==> config.mk <==
export PLATFORM = sky130hd
export DESIGN_NAME = owm_back
export DESIGN_NICKNAME = d
export VERILOG_FILES = /design/src/design/owm_pkg.sv /design/src/design/owm_back.sv
export SDC_FILE = /design/constraint.sdc
export NUM_CORES = 2
export LEC_CHECK = 0
export BUFFER_PORTS_ARGS = -buffer_cell sky130_fd_sc_hd__buf_2
export CORE_MARGIN = 4
export CORE_UTILIZATION = 50
export DETAILED_ROUTE_END_ITERATION = 8
export GPL_ROUTABILITY_DRIVEN = 0
export PLACE_DENSITY_LB_ADDON = 0.3
export SETUP_SLACK_MARGIN = 0.1
export SYNTH_ARGS = -nofsm -noshare
export SYNTH_HDL_FRONTEND = slang
export SYNTH_SLANG_ARGS = --single-unit
==> constraint.sdc <==
create_clock -name clk -period 9.9 [get_ports clk]
set_clock_uncertainty 0.2 [all_clocks]
set_input_delay 2.475 -clock clk [delete_from_list [all_inputs] [get_ports clk]]
set_output_delay 2.475 -clock clk [all_outputs]
set_load 0.1 [all_outputs]
==> src/design/owm_pkg.sv <==
// ----------------------------------------------------------------------------
// owm_pkg
// Shared widths, types and helpers of the four-wheel omni mixer.
// ----------------------------------------------------------------------------
`default_nettype none

package owm_pkg;

  localparam int SPEED_W  = 16;
  localparam int GAIN_W   = 16;
  localparam int NWHEEL   = 4;
  localparam int SUM_W    = SPEED_W + 2;
  localparam int RAW_W    = SUM_W + GAIN_W;
  localparam int MAG_W    = 32;
  localparam int Q_W      = SPEED_W + 1;
  localparam int SAT_W    = 20;
  localparam int GW_W     = 2 * SPEED_W;
  localparam int ACC_W    = GW_W + 2;
  localparam int ADDR_W   = 3;

  localparam int MIX_STG  = 4;
  localparam int DIV_STG  = 9;
  localparam int BACK_STG = 3;
  localparam int NSTG     = MIX_STG + DIV_STG + BACK_STG;

  // negative sign of each wheel's term, bit i = wheel i
  localparam logic [NWHEEL-1:0] NEG_Y = 4'b1010;
  localparam logic [NWHEEL-1:0] NEG_R = 4'b0110;

  // 1.0 in the raw product scale
  localparam logic [MAG_W-1:0] RAW_ONE = MAG_W'(1) << (SPEED_W - 1 + 14);
  localparam logic [MAG_W-1:0] RAW_HALF_LSB = MAG_W'(1) << 13;

  localparam logic signed [GAIN_W-1:0] GAIN_RST = 16'sd16384;

  typedef enum logic [ADDR_W-1:0] {
    REG_GAIN_W0 = 3'd0,
    REG_GAIN_W1 = 3'd1,
    REG_GAIN_W2 = 3'd2,
    REG_GAIN_W3 = 3'd3
  } reg_idx_t;

  typedef logic [NWHEEL-1:0][GAIN_W-1:0] gain_arr_t;

  typedef struct packed {
    logic                             stop;
    logic                             scaled;
    logic [NWHEEL-1:0]                neg;
    logic [NWHEEL-1:0][SPEED_W-1:0]   unsc;
  } side_t;

  typedef struct packed {
    side_t                            side;
    logic [NWHEEL-1:0][MAG_W-1:0]     mag;
    logic [MAG_W-1:0]                 max;
  } mix_out_t;

  typedef struct packed {
    side_t                            side;
    logic [NWHEEL-1:0][Q_W-1:0]       q;
  } div_out_t;

  typedef struct packed {
    logic             b;
    logic [MAG_W-1:0] r;
  } dstep_t;

  // one restoring step: shift the remainder left, subtract when it fits
  function automatic dstep_t div_step(input logic [MAG_W-1:0] r,
                                      input logic [MAG_W-1:0] d);
    dstep_t       o;
    logic [MAG_W:0] rs;
    rs = {r, 1'b0};
    if (rs >= {1'b0, d}) begin
      o.b = 1'b1;
      o.r = MAG_W'(rs - {1'b0, d});
    end else begin
      o.b = 1'b0;
      o.r = rs[MAG_W-1:0];
    end
    return o;
  endfunction

  // signed saturation of a magnitude and sign to Q1.15
  function automatic logic [SPEED_W-1:0] sat_mag(input logic [SAT_W-1:0] m,
                                                 input logic neg);
    logic [SPEED_W-1:0] o;
    if (neg) begin
      if (m >= SAT_W'(32768)) o = 16'h8000;
      else                    o = SPEED_W'(-m);
    end else begin
      if (m >= SAT_W'(32767)) o = 16'h7fff;
      else                    o = m[SPEED_W-1:0];
    end
    return o;
  endfunction

endpackage

`default_nettype wire

==> src/design/owm_back.sv <==
// ----------------------------------------------------------------------------
// owm_back
// Wheel selection and rounding, then back-computation of body speeds.
// ----------------------------------------------------------------------------
`default_nettype none

module owm_back (
  input  wire logic                                        clk,
  input  wire logic [owm_pkg::BACK_STG-1:0]                en,
  input  wire owm_pkg::div_out_t                           div_in,
  input  wire owm_pkg::gain_arr_t                          gain,
  output logic [owm_pkg::NWHEEL-1:0][owm_pkg::SPEED_W-1:0] wheel,
  output logic [2:0][owm_pkg::SPEED_W-1:0]                 achieved
);

  logic [owm_pkg::NWHEEL-1:0][owm_pkg::SPEED_W-1:0] w0_r, w0_nxt, w1_r, w2_r;
  logic [owm_pkg::NWHEEL-1:0][owm_pkg::GW_W-1:0]    gw_r, gw_nxt;
  logic [2:0][owm_pkg::SPEED_W-1:0]                 ach_r, ach_nxt;

  always_comb begin
    logic [owm_pkg::Q_W:0] qr;
    for (int i = 0; i < owm_pkg::NWHEEL; i++) begin
      qr = ({1'b0, div_in.q[i]} + 1'b1) >> 1;
      if (div_in.side.stop)
        w0_nxt[i] = '0;
      else if (div_in.side.scaled)
        w0_nxt[i] = owm_pkg::sat_mag(owm_pkg::SAT_W'(qr), div_in.side.neg[i]);
      else
        w0_nxt[i] = div_in.side.unsc[i];
    end
  end

  always_comb begin
    logic signed [owm_pkg::GW_W-1:0] p;
    for (int i = 0; i < owm_pkg::NWHEEL; i++) begin
      p = $signed(gain[i]) * $signed(w0_r[i]);
      gw_nxt[i] = p;
    end
  end

  always_comb begin
    logic signed [owm_pkg::ACC_W-1:0] ax, ay, ar, g;
    logic [owm_pkg::ACC_W-1:0]        m;
    logic                             ng;
    ax = '0;
    ay = '0;
    ar = '0;
    for (int i = 0; i < owm_pkg::NWHEEL; i++) begin
      g  = owm_pkg::ACC_W'($signed(gw_r[i]));
      ax = ax + g;
      ay = owm_pkg::NEG_Y[i] ? ay - g : ay + g;
      ar = owm_pkg::NEG_R[i] ? ar - g : ar + g;
    end
    for (int a = 0; a < 3; a++) begin
      g  = (a == 0) ? ax : ((a == 1) ? ay : ar);
      ng = g[owm_pkg::ACC_W-1];
      m  = ng ? -g : g;
      m  = (m + (owm_pkg::ACC_W'(1) << 15)) >> 16;
      ach_nxt[a] = owm_pkg::sat_mag(owm_pkg::SAT_W'(m), ng);
    end
  end

  always_ff @(posedge clk) begin
    if (en[0]) w0_r <= w0_nxt;
    if (en[1]) begin
      gw_r <= gw_nxt;
      w1_r <= w0_r;
    end
    if (en[2]) begin
      ach_r <= ach_nxt;
      w2_r  <= w1_r;
    end
  end

  assign wheel    = w2_r;
  assign achieved = ach_r;

endmodule

`default_nettype wire

== After elaboration in Yosys (flattened, before gate mapping) ==
Cells that the tools add are included.

* Word-level logic and storage cells: 90
* Output and inout port bits: 112
* Bits of input ports: 206
* Flip-flop bits (word level): 368

* Add/sub/neg operators: 25
* Multiply operators: 4
* Muxes and demuxes: 28
* Order comparisons: 14

{| class="wikitable"
|+ Operators by type and width
! cell !! number
|-
| $mux W16 || 25
|-
| $mul A16 B16 Y32 || 4
|-
| $neg A16 Y16 || 7
|-
| $add A34 B16 Y34 const B || 3
|-
| $mux W34 || 3
|-
| $neg A34 Y34 || 3
|-
| $add A17 B1 Y18 const B || 4
|-
| $add A33 B32 Y34 || 2
|-
| $add A34 B32 Y34 || 2
|-
| $ge A17 B15 Y1 const B || 4
|-
| $ge A17 B16 Y1 const B || 4
|-
| $ge A18 B15 Y1 const B || 3
|-
| $ge A18 B16 Y1 const B || 3
|-
| $sub A33 B32 Y34 || 1
|-
| $sub A34 B32 Y34 || 1
|-
| $add A32 B32 Y33 || 1
|-
| $sub A32 B32 Y33 || 1
|}

== Longest topological paths before layout ==
* Word-level depth: 9
* Mapped depth: 47
* Gate-level depth less buffers: 41

== Worst setup path before layout ==
No wires, ideal clock.

* Path type: flip-flop to flip-flop
* Start point: reg gw_r[0] (netlist name)
* End point: reg ach_r (netlist bit achieved[30]), data pin
* Setup slack: 0.254 ns
* Arrival: 9.175 ns
* Period minus slack after synthesis: 9.646 ns
* Setup time: 0.271 ns
* Path buffers: 4
* Data required time: 9.429 ns
* Stages on the path, launching flop included: 46
* Path through: edfxtp_1 > inv_1 > ha_1 > fa_1 > nor2b_1 > o21ai_0 > a21boi_0 > o21ai_0 > a21boi_0 > o21ai_0 > a21oi_1 > o22ai_1 > o21ai_0 > o2111a_1 > or3_1 > a41o_1 > and2_1 > o21a_1 > (+10 left out) > nand2_1 > clkbuf_1 > clkbuf_1 > buf_1 > clkbuf_1 > a21oi_1 > xor2_1 > ha_1 > inv_1 > xnor3_1 > ha_1 > nand2_1 > a2111oi_2 > nand4bb_1 > nor3_1 > nand4_1 > mux2i_1 > o22ai_1

{| class="wikitable"
|+ RTL lines
! element !! RTL line !! source
|-
| start: declaration || owm_back.sv:17 || <nowiki>logic [owm_pkg::NWHEEL-1:0][owm_pkg::GW_W-1:0] gw_r, gw_nxt;</nowiki>
|-
| start signal: assignment || owm_back.sv:66 || <nowiki>gw_r <= gw_nxt;</nowiki>
|-
| end signal: assignment || owm_back.sv:70 || <nowiki>ach_r <= ach_nxt;</nowiki>
|-
| end: declaration || owm_back.sv:18 || <nowiki>logic [2:0][owm_pkg::SPEED_W-1:0] ach_r, ach_nxt;</nowiki>
|}

==> flow_metrics.tcl <==
set metrics [dict create \
    finalSetupViolations 0 \
    grt_pass1_wl_um 306000 \
    tightest_slew_ns 1.25 \
    crit_fanout 9 \
    syn_inst 7424 \
    cts_buffer_depth 3 \
    wirelength_um 192000 \
    required_ns 10.16 \
    hp-class "reg -> reg" \
    slew_headroom_pct 16.0 \
    worst_setup_path_end_kind "flip-flop" \
    cts-root-buf "clkbuf_16" \
    fp.coreArea_um2 138000 \
    dp_cells 9340 \
    seq_area_frac_synth_pct 15.9 \
    fin_cells 9446 \
    grt_usage_pct 26.5 \
    grt_max_degree 127 \
    timing.final.crit_share_pct 93.1 \
    die_width_um 381 \
    startpoint_type "flip-flop" \
    hpwl_um 155000 \
    path_common_cell "o21ai_1" \
    cts_hold_buf 0 \
    die_h_um 381 \
    path_class "reg -> reg" \
    synth_common_cells "1317 x inv_1, 1180 x fa_1, 834 x nand2_1" \
    max_freq_mhz 109 \
    pin_count 318 \
    finalHoldViolCount 0 \
    synth_edf_count 368 \
    period_needed_ns 9.21 \
    antenna_found_initial 7 \
    fin_nets 9465 \
    synth-seq-cells 368 \
    wl_per_cell_um 20.3 \
    whs_path_depth 0 \
    synth-main-ff-cell "edfxtp_1" \
    cap_violations 0 \
    drive_gt1_share_pct 7.78 \
    synth_top_area_share_pct 34.0 \
    critPathMaxStageDelay_ns 0.67 \
    areaGrowthSynthToFinish_pct 7.64 \
    portBuffers 317 \
    syn_avg_cell_area_um2 9.35 \
    status "completed" \
    cp_slowest_cell "a211oi_1" \
    clk_latency_ns 0.65 \
    num_rows 136 \
    synth_nets 9280 \
    via_count 54100 \
    clock_sinks 368 \
    synth_area_um2 69400 \
    h-tree-depth 2 \
    ys_types 125 \
    via_per_inst 5.72 \
    tritoncts "built" \
    crit_arrival_ns 9.48 \
    drcViolationCount 0 \
    path_clk_slew_ns 0.06 \
    drt_iter0_drc 3916 \
    grt_overflow 0 \
    start_util_pct 50.4 \
    async_flop_share_pct 0 \
    firstDrtPassIters 6 \
    dieArea_um2 145000 \
    ant_nets 0 \
    rsz0062_at_grt "false" \
    yosys.area.top_type "fa_1" \
    reg2reg_depth 30 \
    ys_top_cells_by_area "fa_1 34%, edfxtp_1 16%, ha_1 8.5%" \
    maxSlewViolCount 0 \
    grt_pass1_vias 55700 \
    synthMostInstantiatedCell "inv_1" \
    ys_warn_count 0 \
    cts_buffers 50 \
]
## cell type report
| cell class | count | area (µm²) |
|---|---|---|
| diodes | 1 | 2.50 |
| clock inverters | 42 | 517 |
| fillers | 12300 | 62900 |
| clock buffers | 52 | 1280 |
| inverters | 1317 | 4940 |
| repair buffers | 374 | 2040 |
| multi-input cells | 5498 | 52600 |
| well taps | 1794 | 2240 |
| flip-flops and latches | 368 | 11100 |
## cell usage in the layout (no fill, tap or decap), types with 61 or more instances in the layout
cell type and n:
buf_2 313, nand2b_1 96, nor2_1 330, fa_1 1179
a21o_1 90, xnor2_1 258, inv_1 1316, nor3_1 113
a211oi_1 61, nand3_1 149, ha_1 468, nand2_1 834
a21oi_1 282, and2_1 438, edfxtp_1 368, o21ai_0 203
xor2_1 114
## worst paths after layout
check | startpoint | endpoint | slack (ns)
worst max-delay path | gw_r[0] | achieved[29] | 0.69
worst min-delay path | w1_r[5] | wheel[5] | 0.21
worst max register to register | gw_r[0] | achieved[29] | 0.69
worst min register to register | w1_r[5] | wheel[5] | 0.21
## stage by stage
| stage | setup TNS, ns | util [%] | instance area (µm²) | hold WS, ns | setup WS, ns |
|---|---|---|---|---|---|
| final | 0 | 54.3 | 74700 | 0.212 | 0.685 |
| after detailed placement | -0.0386 | 52.8 | 72700 | 0.205 | -0.0255 |
| after global placement | 0 | 52.8 | 72700 | 0.201 | 0.160 |
| after floorplan | 0 | - | 69400 | 0.200 | 0.254 |
| after CTS | 0 | 54.1 | 74500 | 0.219 | 0.103 |
| after global routing | 0 | 54.3 | 74700 | 0.221 | 0.0496 |
## flip-flops by register name, indices dropped and copies added (netlist names)
register / count
achieved: 48
gw_r: 128
w1_r: 64
wheel: 64
w0_r: 64
## routing by layer
layer	up-vias	routed length (µm)	part of all wire, %	track usage, %
li1	24500	-	-	-
met1	27100	80700	42	35.9
met2	2122	87600	46	42.7
met3	381	15300	8.0	4.59
met4	8	7960	4.2	9.86
met5	-	48	0.025	0
## cell families after synthesis
kind of cell,after synthesis,share of synthesized area [%]
simple gates,2325,16.7
fa+ha+maj,1651,42.5
buf+inv,1558,8.49
compound gates,1096,10.7
xor+xnor,384,4.96
flops,368,15.9
mux,42,0.631
## critical path, delay by kind of cell, from the launching register on
family / cells / cell delay, ns
xor+xnor: 2 / 0.62
fa+ha+maj: 4 / 1.62
buf+inv: 1 / 0.06
flops: 1 / 0.38
simple gates: 5 / 1.35
compound gates: 17 / 4.39
mux: 1 / 0.39
## what timing repair did
item	in CTS	in global routing
gates resized for setup	2	27
endpoints found under the setup margin	17	32
setup buffers	4	7
pin swaps	1	6
Power is not shown: default switching activity piles up to over one toggle a cycle in this logic, so the estimate is an artifact.
