[src/design/owm_pkg.sv]
// ----------------------------------------------------------------------------
// owm_pkg
// Shared widths, types and helpers of the four-wheel omni mixer.
// ----------------------------------------------------------------------------
`default_nettype none

package owm_pkg;

  localparam int SPEED_W  = 16;
  localparam int GAIN_W   = 16;
  localparam int NWHEEL   = 4;
  localparam int SUM_W    = SPEED_W + 2;
  localparam int RAW_W    = SUM_W + GAIN_W;
  localparam int MAG_W    = 32;
  localparam int Q_W      = SPEED_W + 1;
  localparam int SAT_W    = 20;
  localparam int GW_W     = 2 * SPEED_W;
  localparam int ACC_W    = GW_W + 2;
  localparam int ADDR_W   = 3;

  localparam int MIX_STG  = 4;
  localparam int DIV_STG  = 9;
  localparam int BACK_STG = 3;
  localparam int NSTG     = MIX_STG + DIV_STG + BACK_STG;

  // negative sign of each wheel's term, bit i = wheel i
  localparam logic [NWHEEL-1:0] NEG_Y = 4'b1010;
  localparam logic [NWHEEL-1:0] NEG_R = 4'b0110;

  // 1.0 in the raw product scale
  localparam logic [MAG_W-1:0] RAW_ONE = MAG_W'(1) << (SPEED_W - 1 + 14);
  localparam logic [MAG_W-1:0] RAW_HALF_LSB = MAG_W'(1) << 13;

  localparam logic signed [GAIN_W-1:0] GAIN_RST = 16'sd16384;

  typedef enum logic [ADDR_W-1:0] {
    REG_GAIN_W0 = 3'd0,
    REG_GAIN_W1 = 3'd1,
    REG_GAIN_W2 = 3'd2,
    REG_GAIN_W3 = 3'd3
  } reg_idx_t;

  typedef logic [NWHEEL-1:0][GAIN_W-1:0] gain_arr_t;

  typedef struct packed {
    logic                             stop;
    logic                             scaled;
    logic [NWHEEL-1:0]                neg;
    logic [NWHEEL-1:0][SPEED_W-1:0]   unsc;
  } side_t;

  typedef struct packed {
    side_t                            side;
    logic [NWHEEL-1:0][MAG_W-1:0]     mag;
    logic [MAG_W-1:0]                 max;
  } mix_out_t;

  typedef struct packed {
    side_t                            side;
    logic [NWHEEL-1:0][Q_W-1:0]       q;
  } div_out_t;

  typedef struct packed {
    logic             b;
    logic [MAG_W-1:0] r;
  } dstep_t;

  // one restoring step: shift the remainder left, subtract when it fits
  function automatic dstep_t div_step(input logic [MAG_W-1:0] r,
                                      input logic [MAG_W-1:0] d);
    dstep_t       o;
    logic [MAG_W:0] rs;
    rs = {r, 1'b0};
    if (rs >= {1'b0, d}) begin
      o.b = 1'b1;
      o.r = MAG_W'(rs - {1'b0, d});
    end else begin
      o.b = 1'b0;
      o.r = rs[MAG_W-1:0];
    end
    return o;
  endfunction

  // signed saturation of a magnitude and sign to Q1.15
  function automatic logic [SPEED_W-1:0] sat_mag(input logic [SAT_W-1:0] m,
                                                 input logic neg);
    logic [SPEED_W-1:0] o;
    if (neg) begin
      if (m >= SAT_W'(32768)) o = 16'h8000;
      else                    o = SPEED_W'(-m);
    end else begin
      if (m >= SAT_W'(32767)) o = 16'h7fff;
      else                    o = m[SPEED_W-1:0];
    end
    return o;
  endfunction

endpackage

`default_nettype wire

[src/design/owm_mix.sv]
// ----------------------------------------------------------------------------
// owm_mix
// Wheel sums, gain products, magnitudes, peak search and unscaled rounding.
// ----------------------------------------------------------------------------
`default_nettype none

module owm_mix (
  input  wire logic                                   clk,
  input  wire logic [owm_pkg::MIX_STG-1:0]            en,
  input  wire logic                                   stop,
  input  wire logic [owm_pkg::SPEED_W-1:0]            speed_x,
  input  wire logic [owm_pkg::SPEED_W-1:0]            speed_y,
  input  wire logic [owm_pkg::SPEED_W-1:0]            turn_cw,
  input  wire owm_pkg::gain_arr_t                     gain,
  output owm_pkg::mix_out_t                           mix_out
);

  logic [owm_pkg::NWHEEL-1:0][owm_pkg::SUM_W-1:0] s_r, s_nxt;
  logic [owm_pkg::NWHEEL-1:0][owm_pkg::RAW_W-1:0] raw_r, raw_nxt;
  logic [owm_pkg::NWHEEL-1:0][owm_pkg::MAG_W-1:0] mag_r, mag_nxt;
  logic [owm_pkg::NWHEEL-1:0]                     neg_r, neg_nxt;
  logic [owm_pkg::MAG_W-1:0]                      m01_r, m23_r, m01_nxt, m23_nxt;
  logic [owm_pkg::MIX_STG-2:0]                    stop_r;
  owm_pkg::mix_out_t                              out_r, out_nxt;

  always_comb begin
    logic signed [owm_pkg::SUM_W-1:0] x, y, r, ty, tr;
    x = owm_pkg::SUM_W'($signed(speed_x));
    y = owm_pkg::SUM_W'($signed(speed_y));
    r = owm_pkg::SUM_W'($signed(turn_cw));
    for (int i = 0; i < owm_pkg::NWHEEL; i++) begin
      ty = owm_pkg::NEG_Y[i] ? -y : y;
      tr = owm_pkg::NEG_R[i] ? -r : r;
      s_nxt[i] = x + ty + tr;
    end
  end

  always_comb begin
    logic signed [owm_pkg::RAW_W-1:0] p;
    for (int i = 0; i < owm_pkg::NWHEEL; i++) begin
      p = $signed(s_r[i]) * $signed(gain[i]);
      raw_nxt[i] = p;
    end
  end

  always_comb begin
    logic [owm_pkg::RAW_W-1:0] a;
    for (int i = 0; i < owm_pkg::NWHEEL; i++) begin
      neg_nxt[i] = raw_r[i][owm_pkg::RAW_W-1];
      a = neg_nxt[i] ? -raw_r[i] : raw_r[i];
      mag_nxt[i] = a[owm_pkg::MAG_W-1:0];
    end
    m01_nxt = (mag_nxt[0] >= mag_nxt[1]) ? mag_nxt[0] : mag_nxt[1];
    m23_nxt = (mag_nxt[2] >= mag_nxt[3]) ? mag_nxt[2] : mag_nxt[3];
  end

  always_comb begin
    logic [owm_pkg::MAG_W:0] rnd;
    out_nxt.max         = (m01_r >= m23_r) ? m01_r : m23_r;
    out_nxt.mag         = mag_r;
    out_nxt.side.stop   = stop_r[owm_pkg::MIX_STG-2];
    out_nxt.side.scaled = out_nxt.max > owm_pkg::RAW_ONE;
    out_nxt.side.neg    = neg_r;
    for (int i = 0; i < owm_pkg::NWHEEL; i++) begin
      rnd = {1'b0, mag_r[i]} + {1'b0, owm_pkg::RAW_HALF_LSB};
      out_nxt.side.unsc[i] = owm_pkg::sat_mag(owm_pkg::SAT_W'(rnd >> 14), neg_r[i]);
    end
  end

  always_ff @(posedge clk) begin
    if (en[0]) begin
      s_r       <= s_nxt;
      stop_r[0] <= stop;
    end
    if (en[1]) begin
      raw_r     <= raw_nxt;
      stop_r[1] <= stop_r[0];
    end
    if (en[2]) begin
      mag_r     <= mag_nxt;
      neg_r     <= neg_nxt;
      m01_r     <= m01_nxt;
      m23_r     <= m23_nxt;
      stop_r[2] <= stop_r[1];
    end
    if (en[3]) begin
      out_r     <= out_nxt;
    end
  end

  assign mix_out = out_r;

endmodule

`default_nettype wire

[config.mk]
export PLATFORM = sky130hd
export DESIGN_NAME = owm_mix
export DESIGN_NICKNAME = d
export VERILOG_FILES = /design/src/design/owm_pkg.sv /design/src/design/owm_mix.sv
export SDC_FILE = /design/constraint.sdc
export NUM_CORES = 2
export LEC_CHECK = 0
export ABC_AREA = 1
export BUFFER_PORTS_ARGS = -buffer_cell sky130_fd_sc_hd__buf_2
export CORE_UTILIZATION = 30
export DETAILED_ROUTE_END_ITERATION = 6
export GPL_ROUTABILITY_DRIVEN = 0
export GPL_TIMING_DRIVEN = 0
export HOLD_SLACK_MARGIN = 0.15
export MAX_ROUTING_LAYER = met4
export SLEW_MARGIN = 0
export SYNTH_ARGS = -nofsm -noshare
export SYNTH_HDL_FRONTEND = slang
export SYNTH_SLANG_ARGS = --single-unit
[constraint.sdc]
create_clock -name clk -period 9.1 [get_ports clk]
set_input_delay 1.365 -clock clk [delete_from_list [all_inputs] [get_ports clk]]
set_output_delay 1.365 -clock clk [all_outputs]
set_load 0.005 [all_outputs]
Word level (Yosys, flattened, before mapping)

Cells that the tools add are included.

Output and inout port bits: 230
Word-level logic and storage cells: 85
Register bits after elaboration: 637
Bits of input ports: 118

Mux-type cells: 19
Add/subtract/negate cells: 20
$mul: 4
Magnitude comparators: 12

Operator list:

| cell                                                                                  | count |
|---|---|
| 32-bit two-way mux                                                                    | 7 |
| 16-bit two-way mux                                                                    | 12 |
| 18-bit by 16-bit multiplier with 34-bit output                                        | 4 |
| 32-bit by 14-bit adder with 33-bit output, second input constant                      | 4 |
| 32-bit negator                                                                        | 4 |
| 32-bit greater-or-equal comparator                                                    | 3 |
| 19-bit by 15-bit greater-or-equal comparator with 1-bit output, second input constant | 4 |
| 19-bit by 16-bit greater-or-equal comparator with 1-bit output, second input constant | 4 |
| 16-bit negator                                                                        | 4 |
| 16-bit negator with 18-bit output                                                     | 2 |
| 32-bit by 30-bit > comparator with 1-bit output, second input constant                | 1 |
| 16-bit by 18-bit adder with 18-bit output                                             | 1 |
| 17-bit by 16-bit adder with 18-bit output                                             | 1 |
| 17-bit by 18-bit adder with 18-bit output                                             | 1 |
| 18-bit by 16-bit adder with 18-bit output                                             | 1 |
| 18-bit adder                                                                          | 1 |
| 16-bit by 16-bit adder with 17-bit output                                             | 1 |

Logic depth before layout (Yosys ltp)

Depth in word-level cells: 4
Mapped depth: 32
Gate-level depth less buffers: 30

Least setup slack after synthesis

No wires, ideal clock.

Kind: in2reg
From: input port gain[5] (netlist name)
To: register raw_r, in the netlist neg_nxt[0] (data pin)
Arrival: 6.938 ns
Required time: 8.847 ns
Cell stages on the path: 24
Path buffers: 2
Library setup time: 0.253 ns
Path slack: 1.909 ns
Cell sequence: clkbuf_1 > clkbuf_1 > nand2_1 > fa_1 > inv_1 > fa_1 > fa_1 > fa_1 > fa_1 > inv_1 > fa_1 > inv_1 > ha_1 > nand2_1 > nor3_1 > nand3_1 > nand4_1 > nand3_1 > nand2_1 > nand2_1 > nand3_1 > nand2_1 > inv_1 > nor2_1

RTL lines:

| element                | line          | RTL |
|---|---|---|
| start: declaration     | owm_mix.sv:14 | `input wire owm_pkg::gain_arr_t gain,` |
| end signal: assignment | owm_mix.sv:76 | `raw_r <= raw_nxt;` |
| end: declaration       | owm_mix.sv:19 | `logic [owm_pkg::NWHEEL-1:0][owm_pkg::RAW_W-1:0] raw_r, raw_nxt;` |

==> results.md <==
* Final WL at 234 mm
* Top post-synthesis cells by area: fa_1, edfxtp_1, inv_1
* Met3 WL at 20.3 mm
* Startpoint Class: primary input
* Drt first pass iters at 6
* Tcrit/Tclk final at 0.888
* Achievable Freq at 0.124 GHz
* Tightest Pin Transition at 1.44 ns
* FF-to-FF setup slack at 1.29 ns
* Tot GR Track Use at 0.182
* Max Used Layer: met4
* Hold Path Depth at 0
* Critical Path RT at 9.50 ns
* Max H-tree Level at 3
* Biggest area consumer among synthesized cells: fa_1
* Die Height at 514 um
* HP Class: reg2reg
* Number of global-route vias before repair at 58400
* Minimum clock period at 8.08 ns
* Status: completed
* Vias per cell at 4.54
* Initial Util at 0.302
* Max Clock Skew at 0.0409 ns
* Root Buffer: clkbuf_16
* Number of cell rows at 187
* Post-Syn Area at 78800 um2
* HP Start: mag_r[98]
* Worst R2R Path Depth at 21
* RR Startpoint: s_r[7]
* Top_reg_cell synth: edfxtp_1
* Synth cell types at 66
* Share of post-route cells with drive strength above 1 at 0.0584
* Routed via count at 58900
* Worst-path clk slew at 0.07 ns
* Finished Cell Area at 87500 um2
* Hpwl dp at 198 mm
* Overflow after GRT at 0
* Mean post-synth cell area at 8.75 um2
* Setup TNS at 0 ns
* Placed inst area at 84700 um2
* Pin count of the biggest net entering global routing at 124
* Clock latency on the worst-skew pair at 0.69 ns
* Hold Buf Count CTS at 0
* Fin util at 0.336
* First-pass GRT wire length at 356 mm
* Number of max-cap violations at 0
* Final Max Slew Viols at 0
* PortBufs at 287
* TritonCTS Sinks at 631
* Syn_nets at 10800
* Core ar. at 260000 um2
* Reg-to-Reg End: raw_r[28]
* Finish-stage setup viols at 0
* Post_cts resized at 0
* Routed WL per cell at 18.0 um
* Met1 WL at 106 mm
* Share of flip-flops with an asynchronous set or reset at 0
* Critical Path Fanout Max at 10
* Nets at 11200
* CTS Buf Count at 75
* Post-CTS Setup Inserts at 0
* Initial antenna violation count at 47
* Max_slew headroom at 0.0371
* Synth Register Bits at 631
* Post-DRT Antenna Nets at 0
* RSZ-0062 raised after global routing: no
* Layout area overhead at 11.1%
* CTS max path bufs at 3
* Crit path kind: in2reg
* CP arrival at 8.48 ns
* DRC violations left at 0
* Initial drt markers at 5211
* # IOs at 348
* Met2 wire len at 99.3 mm
* WHS Endpoint: mix_out[130]
* Register area share after synthesis at 0.241
* EDFF count, synth at 631
* Post-synth top area share at 0.296
* Horiz. Die Dim at 514 um
* CTS tree: built
* Yosys warnings at 0
* Final hold vios at 0
* Die ar. at 265000 um2
* Setup crit end kind: register
* Cell count after synthesis at 9005
==> critical path, cell delays in order <==
cell	delay (ns)
clkbuf_1	0.53
clkbuf_1	0.51
nand2_1	0.16
fa_1	0.56
inv_1	0.05
fa_1	0.53
fa_1	0.44
fa_1	0.52
fa_1	0.55
inv_1	0.05
fa_1	0.54
inv_1	0.08
ha_1	0.44
nand2_1	0.13
nor4_1	0.73
nand4_1	0.29
nand3_1	0.21
nand2_1	0.08
nand2_1	0.10
a31oi_1	0.10
xnor2_1	0.52
==> synthesized netlist by cell type (all sizes together), types with 2 or more instances <==
master,instances
o21bai,14
nand4,90
inv,2402
a21oi,270
o22ai,7
edfxtp,631
clkbuf,289
o221ai,5
clkinv,4
nor4,33
nor2,403
o21ai,251
o211ai,26
fa,1166
xor2,293
o21a,13
a31oi,30
nand2,1978
o31ai,12
ha,555
a21o,28
buf,17
nor3,75
xnor2,121
o311ai,3
o41ai,2
or2,32
a21boi,10
nand3b,6
nand3,212
a221oi,6
o2111ai,6
a211oi,4
==> how the worst max path moves through the flow <==
| stage | from | endpoint | depth (start not counted) |
|---|---|---|---|
| after floorplan | gain[5] | neg_nxt[0] | 24 |
| after CTS | gain[5] | raw_r[31] | 22 |
| final | gain[9] | raw_r[28] | 21 |
| after global placement | gain[5] | raw_r[31] | 22 |
| after detailed placement | gain[5] | raw_r[31] | 22 |
| after global routing | gain[5] | raw_r[31] | 22 |
==> per-layer routing <==
layer  vias to the layer above  GRT usage
li1                      27900          -
met1                     28600      0.250
met2                      2066      0.270
met3                       309     0.0365
met4                         0     0.0555
met5                         -          -
==> flip-flops by register name, summed over array words and instances, names as in the netlist <==
register / flops
stop_r: 3
mag_r: 128
s_r: 70
neg_r: 4
mix_out: 230
m23_r: 32
raw_r: 128
m01_r: 32
neg_nxt: 4
==> cell type report <==
type,instances,area (um2)
sequential,631,18900
clock inverter,59,699
antenna,44,110
fill,27100,173000
clock buffer,79,1930
inverter,2406,9030
timing repair buffer,292,1600
tap,3496,4370
buffer,306,1200
multi-input combinational,5662,49600
==> metrics by stage <==
step	hold slack, ns	worst slack, ns	std cells
after floorplan	0.400	1.91	9005
after global placement	0.402	0.361	12800
after detailed placement	0.405	0.396	12800
after CTS	0.409	1.15	12900
after global routing	0.417	0.540	13000
final	0.411	1.02	13000
==> cells by family after synthesis <==
group                      count (synthesis)  share of synthesized area
and+or+nand+nor                         2834                      0.149
adders and majority gates               1721                      0.384
AOI/OAI and AO/OA                        693                     0.0500
buffers and inverters                   2712                      0.130
DFF                                      631                      0.241
xor gates and xnor gates                 414                     0.0462
==> cell usage in the layout, fill, tap and decap left out, drive strengths merged, types with 251 or more instances in the layout <==
cell type  instances
inv             2416
nand2           1978
fa              1166
edfxtp           631
ha               555
nor2             403
clkbuf           368
buf              309
xor2             293
a21oi            270
o21ai            251
Power is not shown: default switching activity piles up to over one toggle a cycle in this logic, so the estimate is an artifact.
